**config.mk**
```make
export PLATFORM = sky130hd
export DESIGN_NAME = aesctr_front
export DESIGN_NICKNAME = d
export VERILOG_FILES = /design/src/design/aesctr_pkg.sv /design/src/design/aesctr_front.sv
export SDC_FILE = /design/constraint.sdc
export NUM_CORES = 1
export LEC_CHECK = 0
export BUFFER_PORTS_ARGS = -buffer_cell sky130_fd_sc_hd__buf_2
export CORE_ASPECT_RATIO = 0.7
export CORE_MARGIN = 1.5
export CORE_UTILIZATION = 50
export CTS_BUF_LIST = sky130_fd_sc_hd__clkbuf_8
export DETAILED_ROUTE_END_ITERATION = 10
export PLACE_DENSITY = 0.76
export SLEW_MARGIN = 20
export SYNTH_ARGS = -nofsm -noshare
export SYNTH_HDL_FRONTEND = slang
export SYNTH_SLANG_ARGS = --single-unit
```
**constraint.sdc**
```tcl
create_clock -name clk -period 1.6 [get_ports clk]
set_input_delay 0.08 -clock clk [delete_from_list [all_inputs] [get_ports clk]]
set_output_delay 0.08 -clock clk [all_outputs]
set_load 0.05 [all_outputs]
```
**src/design/aesctr_pkg.sv**
```systemverilog
// Shared types, constants and AES helper functions for the AES-128 CTR stream unit.
package aesctr_pkg;

    localparam int unsigned BLOCK_W  = 128;
    localparam int unsigned NUM_RK   = 11;
    localparam logic [3:0]  LAST_RND = 4'd10;

    // Configuration register indexes.
    localparam logic [1:0] REG_KEY_UPPER = 2'd0;
    localparam logic [1:0] REG_KEY_LOWER = 2'd1;
    localparam logic [1:0] REG_CTR_UPPER = 2'd2;
    localparam logic [1:0] REG_CTR_LOWER = 2'd3;

    // One classified item handed from the front end to the engine.
    typedef struct packed {
        logic [7:0] data;
        logic       eom;
        logic       start;
        logic [3:0] pos;
    } item_t;

    typedef enum logic [1:0] {
        S_IDLE,
        S_EXPAND,
        S_ENC,
        S_EMIT
    } eng_state_t;

    localparam logic [7:0] SBOX [256] = '{
        8'h63,8'h7c,8'h77,8'h7b,8'hf2,8'h6b,8'h6f,8'hc5,8'h30,8'h01,8'h67,8'h2b,8'hfe,8'hd7,8'hab,8'h76,
        8'hca,8'h82,8'hc9,8'h7d,8'hfa,8'h59,8'h47,8'hf0,8'had,8'hd4,8'ha2,8'haf,8'h9c,8'ha4,8'h72,8'hc0,
        8'hb7,8'hfd,8'h93,8'h26,8'h36,8'h3f,8'hf7,8'hcc,8'h34,8'ha5,8'he5,8'hf1,8'h71,8'hd8,8'h31,8'h15,
        8'h04,8'hc7,8'h23,8'hc3,8'h18,8'h96,8'h05,8'h9a,8'h07,8'h12,8'h80,8'he2,8'heb,8'h27,8'hb2,8'h75,
        8'h09,8'h83,8'h2c,8'h1a,8'h1b,8'h6e,8'h5a,8'ha0,8'h52,8'h3b,8'hd6,8'hb3,8'h29,8'he3,8'h2f,8'h84,
        8'h53,8'hd1,8'h00,8'hed,8'h20,8'hfc,8'hb1,8'h5b,8'h6a,8'hcb,8'hbe,8'h39,8'h4a,8'h4c,8'h58,8'hcf,
        8'hd0,8'hef,8'haa,8'hfb,8'h43,8'h4d,8'h33,8'h85,8'h45,8'hf9,8'h02,8'h7f,8'h50,8'h3c,8'h9f,8'ha8,
        8'h51,8'ha3,8'h40,8'h8f,8'h92,8'h9d,8'h38,8'hf5,8'hbc,8'hb6,8'hda,8'h21,8'h10,8'hff,8'hf3,8'hd2,
        8'hcd,8'h0c,8'h13,8'hec,8'h5f,8'h97,8'h44,8'h17,8'hc4,8'ha7,8'h7e,8'h3d,8'h64,8'h5d,8'h19,8'h73,
        8'h60,8'h81,8'h4f,8'hdc,8'h22,8'h2a,8'h90,8'h88,8'h46,8'hee,8'hb8,8'h14,8'hde,8'h5e,8'h0b,8'hdb,
        8'he0,8'h32,8'h3a,8'h0a,8'h49,8'h06,8'h24,8'h5c,8'hc2,8'hd3,8'hac,8'h62,8'h91,8'h95,8'he4,8'h79,
        8'he7,8'hc8,8'h37,8'h6d,8'h8d,8'hd5,8'h4e,8'ha9,8'h6c,8'h56,8'hf4,8'hea,8'h65,8'h7a,8'hae,8'h08,
        8'hba,8'h78,8'h25,8'h2e,8'h1c,8'ha6,8'hb4,8'hc6,8'he8,8'hdd,8'h74,8'h1f,8'h4b,8'hbd,8'h8b,8'h8a,
        8'h70,8'h3e,8'hb5,8'h66,8'h48,8'h03,8'hf6,8'h0e,8'h61,8'h35,8'h57,8'hb9,8'h86,8'hc1,8'h1d,8'h9e,
        8'he1,8'hf8,8'h98,8'h11,8'h69,8'hd9,8'h8e,8'h94,8'h9b,8'h1e,8'h87,8'he9,8'hce,8'h55,8'h28,8'hdf,
        8'h8c,8'ha1,8'h89,8'h0d,8'hbf,8'he6,8'h42,8'h68,8'h41,8'h99,8'h2d,8'h0f,8'hb0,8'h54,8'hbb,8'h16
    };

    // Multiply by two in GF(2^8).
    function automatic logic [7:0] xtime(input logic [7:0] v);
        return {v[6:0], 1'b0} ^ (v[7] ? 8'h1b : 8'h00);
    endfunction

    // Byte j of a block, byte 0 in the top bits.
    function automatic logic [7:0] blk_byte(input logic [127:0] s, input int j);
        return s[127-8*j -: 8];
    endfunction

    // One AES round: SubBytes, ShiftRows, MixColumns unless last, AddRoundKey.
    function automatic logic [127:0] aes_round(input logic [127:0] s, input logic [127:0] rk,
                                               input logic last);
        logic [7:0] x [16];
        logic [7:0] y [16];
        logic [7:0] a, b, c, d, e;
        logic [127:0] r;
        for (int j = 0; j < 16; j++) begin
            x[j] = SBOX[blk_byte(s, j)];
        end
        for (int col = 0; col < 4; col++) begin
            for (int row = 0; row < 4; row++) begin
                y[row + 4*col] = x[row + 4*((col + row) % 4)];
            end
        end
        if (!last) begin
            for (int col = 0; col < 4; col++) begin
                a = y[4*col];
                b = y[4*col+1];
                c = y[4*col+2];
                d = y[4*col+3];
                e = a ^ b ^ c ^ d;
                y[4*col]   = a ^ e ^ xtime(a ^ b);
                y[4*col+1] = b ^ e ^ xtime(b ^ c);
                y[4*col+2] = c ^ e ^ xtime(c ^ d);
                y[4*col+3] = d ^ e ^ xtime(d ^ a);
            end
        end
        for (int j = 0; j < 16; j++) begin
            r[127-8*j -: 8] = y[j];
        end
        return r ^ rk;
    endfunction

    // Next round key from the previous one and the round constant.
    function automatic logic [127:0] key_next(input logic [127:0] k, input logic [7:0] rc);
        logic [31:0] t, n0, n1, n2, n3;
        t  = {SBOX[blk_byte(k, 13)] ^ rc, SBOX[blk_byte(k, 14)],
              SBOX[blk_byte(k, 15)], SBOX[blk_byte(k, 12)]};
        n0 = k[127:96] ^ t;
        n1 = k[95:64] ^ n0;
        n2 = k[63:32] ^ n1;
        n3 = k[31:0] ^ n2;
        return {n0, n1, n2, n3};
    endfunction

endpackage

```
**src/design/aesctr_front.sv**
```systemverilog
// Front end: accepts bytes, tags message start and block position, queues them.
module aesctr_front (
    input  logic                 clk,
    input  logic                 rst_n,
    input  logic                 s_tvalid,
    output logic                 s_tready,
    input  logic [7:0]           s_tdata,   // data_byte
    input  logic                 s_tlast,   // end_of_message
    output logic                 item_valid,
    output aesctr_pkg::item_t    item,
    input  logic                 item_pop
);

    aesctr_pkg::item_t q_reg [2];
    logic              wr_ptr_reg, wr_ptr_next;
    logic              rd_ptr_reg, rd_ptr_next;
    logic [1:0]        count_reg, count_next;
    logic              in_msg_reg, in_msg_next;
    logic [3:0]        pos_reg, pos_next;
    logic              push;
    aesctr_pkg::item_t new_item;

    assign s_tready   = (count_reg != 2'd2);
    assign push       = s_tvalid && s_tready;
    assign item_valid = (count_reg != 2'd0);
    assign item       = q_reg[rd_ptr_reg];

    // Classify the incoming item against the message state.
    always_comb
    begin
        new_item.data  = s_tdata;
        new_item.eom   = s_tlast;
        new_item.start = !in_msg_reg;
        new_item.pos   = in_msg_reg ? pos_reg : 4'd0;
        in_msg_next    = in_msg_reg;
        pos_next       = pos_reg;
        if (push)
        begin
            in_msg_next = !s_tlast;
            pos_next    = new_item.pos + 4'd1;
        end
    end

    // Queue pointers and occupancy.
    always_comb
    begin
        wr_ptr_next = push ? !wr_ptr_reg : wr_ptr_reg;
        rd_ptr_next = item_pop ? !rd_ptr_reg : rd_ptr_reg;
        count_next  = count_reg + {1'b0, push} - {1'b0, item_pop};
    end

    always_ff @(posedge clk or negedge rst_n)
    begin
        if (!rst_n)
        begin
            wr_ptr_reg <= 1'b0;
            rd_ptr_reg <= 1'b0;
            count_reg  <= 2'd0;
            in_msg_reg <= 1'b0;
            pos_reg    <= 4'd0;
        end
        else
        begin
            wr_ptr_reg <= wr_ptr_next;
            rd_ptr_reg <= rd_ptr_next;
            count_reg  <= count_next;
            in_msg_reg <= in_msg_next;
            pos_reg    <= pos_next;
        end
    end

    // Queue storage.
    always_ff @(posedge clk)
    begin
        if (push)
        begin
            q_reg[wr_ptr_reg] <= new_item;
        end
    end

`ifndef NO_ASSERTIONS
    a_no_pop_empty: assert property (@(posedge clk) disable iff (!rst_n)
        item_pop |-> count_reg != 2'd0)
        else $error("item popped from an empty queue");
    a_count_bound: assert property (@(posedge clk) disable iff (!rst_n)
        count_reg != 2'd3)
        else $error("queue occupancy out of range");
    a_pos_restart: assert property (@(posedge clk) disable iff (!rst_n)
        (push && !in_msg_reg) |=> pos_reg == 4'd1)
        else $error("block position not restarted at message start");
`endif

endmodule

```
; ---- Word-level counts from Yosys, hierarchy flattened
; Memories as Yosys holds them, arrays and structs flattened.
; Cells that the tools add are included.
; Widths: inputs -> output; s select.
[classes]
addsub = 3
eq_ne = 1
n_mux = 3
n_reduce_logical = 6
[ops]
columns = operator, n
row1 = $add 4x1->4 const B, 1
row2 = $logic_not 1->1, 4
row3 = $mux 4, 1
row4 = $add 2x1->2, 1
row5 = $mux 1, 2
row6 = $ne 2x2->1 const B, 1
row7 = $reduce_bool 2->1, 1
row8 = $sub 2x1->2, 1
row9 = $logic_and 1x1->1, 1
[word_totals]
regBits = 9
mem_bits_rw = 28
inputBits = 13
word_cells = 19
n_memories = 1
[mem_list]
columns = name, words, word_bits, read_ports, rd_ports_with_merged_regs, wr, line_no
row1 = q_reg, 2, 14, 1, 0, 1, aesctr_front.sv:14  ; aesctr_pkg::item_t q_reg [2];

; ---- Depth between registers and ports, before layout
; Gate-level depths: netlist of the first run.
[depth]
depth_word = 4
depth_mapped = 7
depth_no_buf = 6

; ---- Worst setup path before layout of the first run
; Ideal clock, no wire load.
[synth_timing]
path_type = reg2reg
from = register count_reg[1]
to = memory q_reg[0][0] (netlist bit), enable pin
setup_time_ns = 0.384
arrival_ns = 1.370
required_time_ns = 1.216
path_slack_ns = -0.154
path_stages_with_launch = 5
path_buffers = 1
synth_period_minus_slack_ns = 1.754
path_cell_list = dfrtp_1 -> nand2b_1 -> buf_6 -> nand2_4 -> nor2_1
[synth_via]
elab_chain_len = 4
[synth_rtl]
columns = element, line_no
row1 = "start, declared", aesctr_front.sv:17  ; logic [1:0] count_reg, count_next;
row2 = "start signal, assigned", aesctr_front.sv:66  ; count_reg <= count_next;
row3 = $ne 2x2->1, aesctr_front.sv:23  ; assign s_tready = (count_reg != 2'd2);
row4 = net s_tready, aesctr_front.sv:6  ; output logic s_tready,
row5 = $logic_and 1x1->1, aesctr_front.sv:24  ; assign push = s_tvalid && s_tready;
row6 = $mux 1, aesctr_front.sv:75  ; if (push)
row7 = $mux 1 (not written as such), aesctr_front.sv:77  ; q_reg[wr_ptr_reg] <= new_item;
row8 = "end, declared", aesctr_front.sv:14
; The timed path passes the listed nets, and every way through them passes these cells.

==> results.json, run 1 <==
{
  "reg2regPathDepth": 6,
  "dpl.hpwl_mm": 1.771,
  "hold_start": "item_pop",
  "register_area_um2": 1067,
  "synth_cell_types": 24,
  "grt_pass1_vias": 960,
  "tightest_slew_ps": 258.8,
  "drc_errors": 0,
  "skew_ps": 6.132,
  "final_cells": 168,
  "die_y_um": 48.56,
  "gp_congestion": 0.7554,
  "overflow": 0,
  "io_buffers": 28,
  "cp.arrival_ps": 1430,
  "clock-sinks": 37,
  "drv_cap": 0,
  "final-hold-violation-count": 0,
  "avgRoutedWirePerCell_um": 15.87,
  "grtUsageTotal_pct": 18.69,
  "die_area_um2": 3306,
  "numCtsBuffers": 5,
  "grt_max_degree": 15,
  "yosysWarnings": 0,
  "slowest_delay_ps": 440,
  "yosysSeqAreaShare_pct": 71.90,
  "power_leakage_uw": 0.0007515,
  "holdCritPathClass": "in2reg",
  "multiInputGateArea_um2": 380.4,
  "peakVddDrop_uv": 1334,
  "first_iter_violations": 101,
  "vias_per_cell": 5.214,
  "io-pin-count": 29,
  "rows": 16,
  "crit_fanout": 12,
  "holdPathEnd": "rd_ptr_reg$_DFFE_PN0P_",
  "placed_cells": 150,
  "end_kind": "output pin",
  "num-fill-cells": 204,
  "slew_headroom_pct": 82.51,
  "crit_required_ps": 1520,
  "syn_area_per_cell_um2": 17.24,
  "syn_area_um2": 1483,
  "setup_tns_ps": 0,
  "synth_cells": 86,
  "cts-root-buf": "clkbuf_8",
  "crit_path_start_kind": "flop",
  "synth-seq-cells": 37,
  "antennaDiodeCount": 0,
  "grt_pass1_wl_mm": 4.333,
  "setup_viol": 0,
  "reg2reg_to": "count_reg[1]$_DFF_PN0_",
  "slew_violations": 0,
  "clk_pin_slew_worst_paths_ps": 70,
  "cp_cell_sequence": "buf_12 > mux2_2 > buf_2",
  "nNetsFinal": 146,
  "antenna_found_initial": 0,
  "path_class": "reg2out",
  "cts.htree.levels": 2,
  "vias": 876,
  "tritoncts": "done",
  "drive_gt1_share_pct": 43.94,
  "r2r-start": "count_reg[0]$_DFF_PN0_",
  "period_needed_ps": 1512,
  "rsz0062_at_grt": "no",
  "largest_reg_flops": 28,
  "cpMaxStageDelayCell": "dfrtp_2",
  "first_pass_iters": 4,
  "max_freq_mhz": 661.3,
  "holdPathStages": 2,
  "powerDensity_nw_per_um2": 2107,
  "clk_path_buf_depth": 2,
  "syn-num-nets": 101,
  "fin_total_pwr_uw": 3984,
  "clkLatencyLatePin_ps": 290,
  "core_area_um2": 2803,
  "status": "finished, final reports clean",
  "layout_common_cells": "28 x buf_2, 28 x edfxtp_1, 15 x mux2_2",
  "wl_mm": 2.666,
  "period_share_pct": 94.52,
  "syn_to_final_growth_pct": 27.51,
  "antenna_left": 0,
  "reg2reg_slack_ps": 110,
  "holdWs_ps": 15.20,
  "die_w_um": 68.09,
  "initial_core_util_pct": 52.90
}
## layout make-up
| cell class | instances | area share, % |
|---|---|---|
| Sequential cell | 37 | 56.45 |
| Multi-Input combinational cell | 43 | 20.12 |
| Timing Repair Buffer | 42 | 16.28 |
| Clock buffer | 5 | 3.640 |
| Tap cell | 36 | 2.383 |
| Clock inverter | 3 | 0.7280 |
| Inverter | 2 | 0.3971 |
## what timing repair did
action | CTS | global route
resized for setup | 0 | 1
hold buffers | 10 | 0
buffers inserted | 0 | 0
endpoints found under the hold margin | 26 | 0
endpoints found under the setup margin | 0 | 12
## metrics by stage
stage	util, %	cell area, um2	worst slack, ps
6_report	67.46	1891	87.75
5_1_grt	67.46	1891	29.55
4_1_cts	67.41	1889	7.956
3_5_place_dp	60.89	1707	120.9
3_3_place_gp	60.89	1707	224.2
2_1_floorplan	-	1485	75.92
## worst max path at each step
stage,start,to,slack (ps),cells past startpoint
finish,rd_ptr_reg$_DFFE_PN0P_,item[2],90,3
global route,count_reg[0]$_DFF_PN0_,count_reg[1]$_DFF_PN0_,30,6
CTS,rd_ptr_reg$_DFFE_PN0P_,item[10],8,3
detailed placement,count_reg[0]$_DFF_PN0_,count_reg[1]$_DFF_PN0_,120,6
global placement,count_reg[0]$_DFF_PN0_,count_reg[1]$_DFF_PN0_,220,6
floorplan,count_reg[1]$_DFF_PN0_,q_reg[0][0]$_DFFE_PP_,80,4
## cell usage after synthesis
library cell  instances  share of area [%]
a21boi_1              1               0.51
a21oi_1               1               0.34
a221o_1               1               0.68
a31oi_1               3                1.3
and2_1                4                1.7
and3_1                1               0.42
buf_2                 1               0.34
buf_4                 2                1.0
buf_6                 1               0.76
dfrtp_1               9                 15
edfxtp_1             28                 57
ha_1                  2                1.7
inv_1                 2               0.51
mux2_2               15                 11
mux2i_1               1               0.68
nand2_4               1               0.76
nand2b_1              2               0.84
nand3_1               2               0.68
nor2_1                1               0.25
nor4b_1               1               0.59
o21ai_0               1               0.34
or2_2                 1               0.42
xnor2_1               4                2.4
xor2_1                1               0.59
## worst max-delay path, delay by kind of cell, from the launching register on
| family | cells | cell delay (ps) |
|---|---|---|
| flops | 1 | 440 |
| buf+inv | 2 | 370 |
| mux | 1 | 340 |
## logic make-up after synthesis
kind of cell,after synthesis,synth area share [%]
AOI/OAI and AO/OA,7,3.122
xor gates and xnor gates,5,2.953
adders and majority gates,2,1.687
buffers and inverters,6,2.616
DFF,37,71.90
muxes,16,12.07
and+or+nand+nor,13,5.654
## routing by layer
layer | wire length, um | part of all wire, % | track usage, %
met1 | 1103 | 41 | 21.47
met2 | 1380 | 52 | 30.42
met3 | 129 | 4.8 | 6.279
met4 | 52 | 2.0 | 10.00
met5 | 0 | 0 | 0
## where the power goes
group	internal (uW)	switching, uW
sequential	1390	158
combinational	642	1180
clock	295	317
Note: power is estimated with default switching activity, not from simulation.
==> run 2: changes to the inputs <==
Settings changed: RECOVER_POWER from default to 100, REMOVE_ABC_BUFFERS from default to 1, SLEW_MARGIN 20 to default.
==> run 2 against run 1 <==
Routed wire length fell by 14%. Largest power group unchanged. Core utilization fell by 1.8 points. Largest cell class unchanged. Flip-flop and latch count did not move. Worst hold slack improved by 1.8 ps.
==> results.json, run 2 (synthesis results as in run 1) <==
{
  "die_area_um2": 3306,
  "cp_cell_sequence": "buf_4 > mux2_2 > clkbuf_2",
  "hold_start": "item_pop",
  "r2r-start": "count_reg[0]$_DFF_PN0_",
  "skew_ps": 4.114,
  "tightest_slew_ps": 472.9,
  "avgRoutedWirePerCell_um": 13.72,
  "wl_mm": 2.291,
  "rsz0062_at_grt": "no",
  "layout_common_cells": "28 x edfxtp_1, 15 x mux2_2, 13 x buf_2",
  "io-pin-count": 29,
  "slew_violations": 0,
  "final_cells": 167,
  "max_freq_mhz": 663.1,
  "overflow": 0,
  "numCtsBuffers": 5,
  "die_w_um": 68.09,
  "drive_gt1_share_pct": 35.11,
  "grtUsageTotal_pct": 17.41,
  "antenna_found_initial": 0,
  "holdPathEnd": "rd_ptr_reg$_DFFE_PN0P_",
  "status": "finished, final reports clean",
  "die_y_um": 48.56,
  "rows": 16,
  "final-hold-violation-count": 0,
  "clk_pin_slew_worst_paths_ps": 60,
  "cts.htree.levels": 2,
  "io_buffers": 28,
  "period_share_pct": 94.25,
  "placed_cells": 150,
  "clk_path_buf_depth": 2,
  "syn_to_final_growth_pct": 24.14,
  "holdWs_ps": 16.99,
  "path_class": "reg2out",
  "setup_viol": 0,
  "reg2reg_to": "count_reg[1]$_DFF_PN0_",
  "nNetsFinal": 146,
  "crit_required_ps": 1520,
  "first_iter_violations": 23,
  "slowest_delay_ps": 360,
  "crit_path_start_kind": "flop",
  "worst-path-buf-inv": 2,
  "cp.arrival_ps": 1430,
  "drv_cap": 0,
  "drc_errors": 0,
  "num-fill-cells": 216,
  "power_leakage_uw": 0.0007153,
  "cpMaxStageDelayCell": "mux2_2",
  "clock-sinks": 37,
  "crit_fanout": 15,
  "grt_max_degree": 16,
  "path_delay_family": "buffers and inverters",
  "end_kind": "output pin",
  "peakVddDrop_uv": 1166,
  "slew_headroom_pct": 68.47,
  "fin_total_pwr_uw": 3798,
  "largest_reg_flops": 28,
  "core_area_um2": 2803,
  "period_needed_ps": 1508,
  "grt_pass1_wl_mm": 3.995,
  "antennaDiodeCount": 0,
  "reg2regPathDepth": 6,
  "first_pass_iters": 5,
  "reg2reg_slack_ps": 170,
  "initial_core_util_pct": 52.90,
  "antenna_left": 0,
  "holdPathStages": 2,
  "vias": 816,
  "clkLatencyLatePin_ps": 280,
  "holdCritPathClass": "in2reg",
  "powerDensity_nw_per_um2": 2064,
  "tritoncts": "done",
  "final_common_cell": "edfxtp_1",
  "grt_pass1_vias": 864,
  "gp_congestion": 0.7230,
  "vias_per_cell": 4.886,
  "setup_tns_ps": 0,
  "dpl.hpwl_mm": 1.441,
  "cts-root-buf": "clkbuf_8"
}
run 2: cell count changes in the layout (fill, tap and decap cells not counted), sizes merged:
cell / before / now
clkinv: 2 / 1
clkbuf: 5 / 22
buf: 32 / 15
run 2: layer usage:
layer | wire length, um | vias to the layer above | share of wire (%) | GRT usage (%)
li1 | - | 409 | - | -
met1 | 1011 | 381 | 44 | 21.52
met2 | 1132 | 22 | 49 | 26.54
met3 | 118 | 4 | 5.2 | 7.907
met4 | 28 | 0 | 1.2 | 7.000
met5 | 0 | - | 0 | 0
run 2: where the power goes:
part | switching (uW) | total (uW) | internal [uW]
Combinational | 1160 | 1730 | 562
Clock | 281 | 567 | 286
Sequential | 120 | 1510 | 1390
Total | 1560 | 3800 | 2230
run 2: per-stage QoR:
step	area, um2	worst slack [ps]	util (%)
3_3_place_gp	1679	232.8	59.91
5_1_grt	1841	11.27	65.67
4_1_cts	1856	79.77	66.21
2_1_floorplan	1451	-517.6	-
6_report	1841	91.97	65.67
3_5_place_dp	1679	186.7	59.91
run 2: layout make-up:
cell class	instances	area (um2)	share of cell area (%)
Inverter	2	7.507	0.4079
Clock inverter	2	7.507	0.4079
Timing Repair Buffer	42	267.8	14.55
Sequential cell	37	1066	57.92
Multi-Input combinational cell	43	377.9	20.53
Clock buffer	5	68.82	3.739
Tap cell	36	45.04	2.447
run 2: worst max path at each step:
stage,start,end,depth (start not counted)
floorplan,count_reg[0]$_DFF_PN0_,q_reg[0][0]$_DFFE_PP_,3
global placement,count_reg[0]$_DFF_PN0_,count_reg[1]$_DFF_PN0_,6
detailed placement,count_reg[0]$_DFF_PN0_,count_reg[1]$_DFF_PN0_,6
CTS,rd_ptr_reg$_DFFE_PN0P_,item[0],3
global route,count_reg[0]$_DFF_PN0_,count_reg[1]$_DFF_PN0_,6
finish,rd_ptr_reg$_DFFE_PN0P_,item[2],3
run 2: timing repair:
action                                 CTS  global route
buffers inserted                         0             0
resized for setup                        0             0
hold buffers                            10             0
endpoints found under the hold margin   28             0
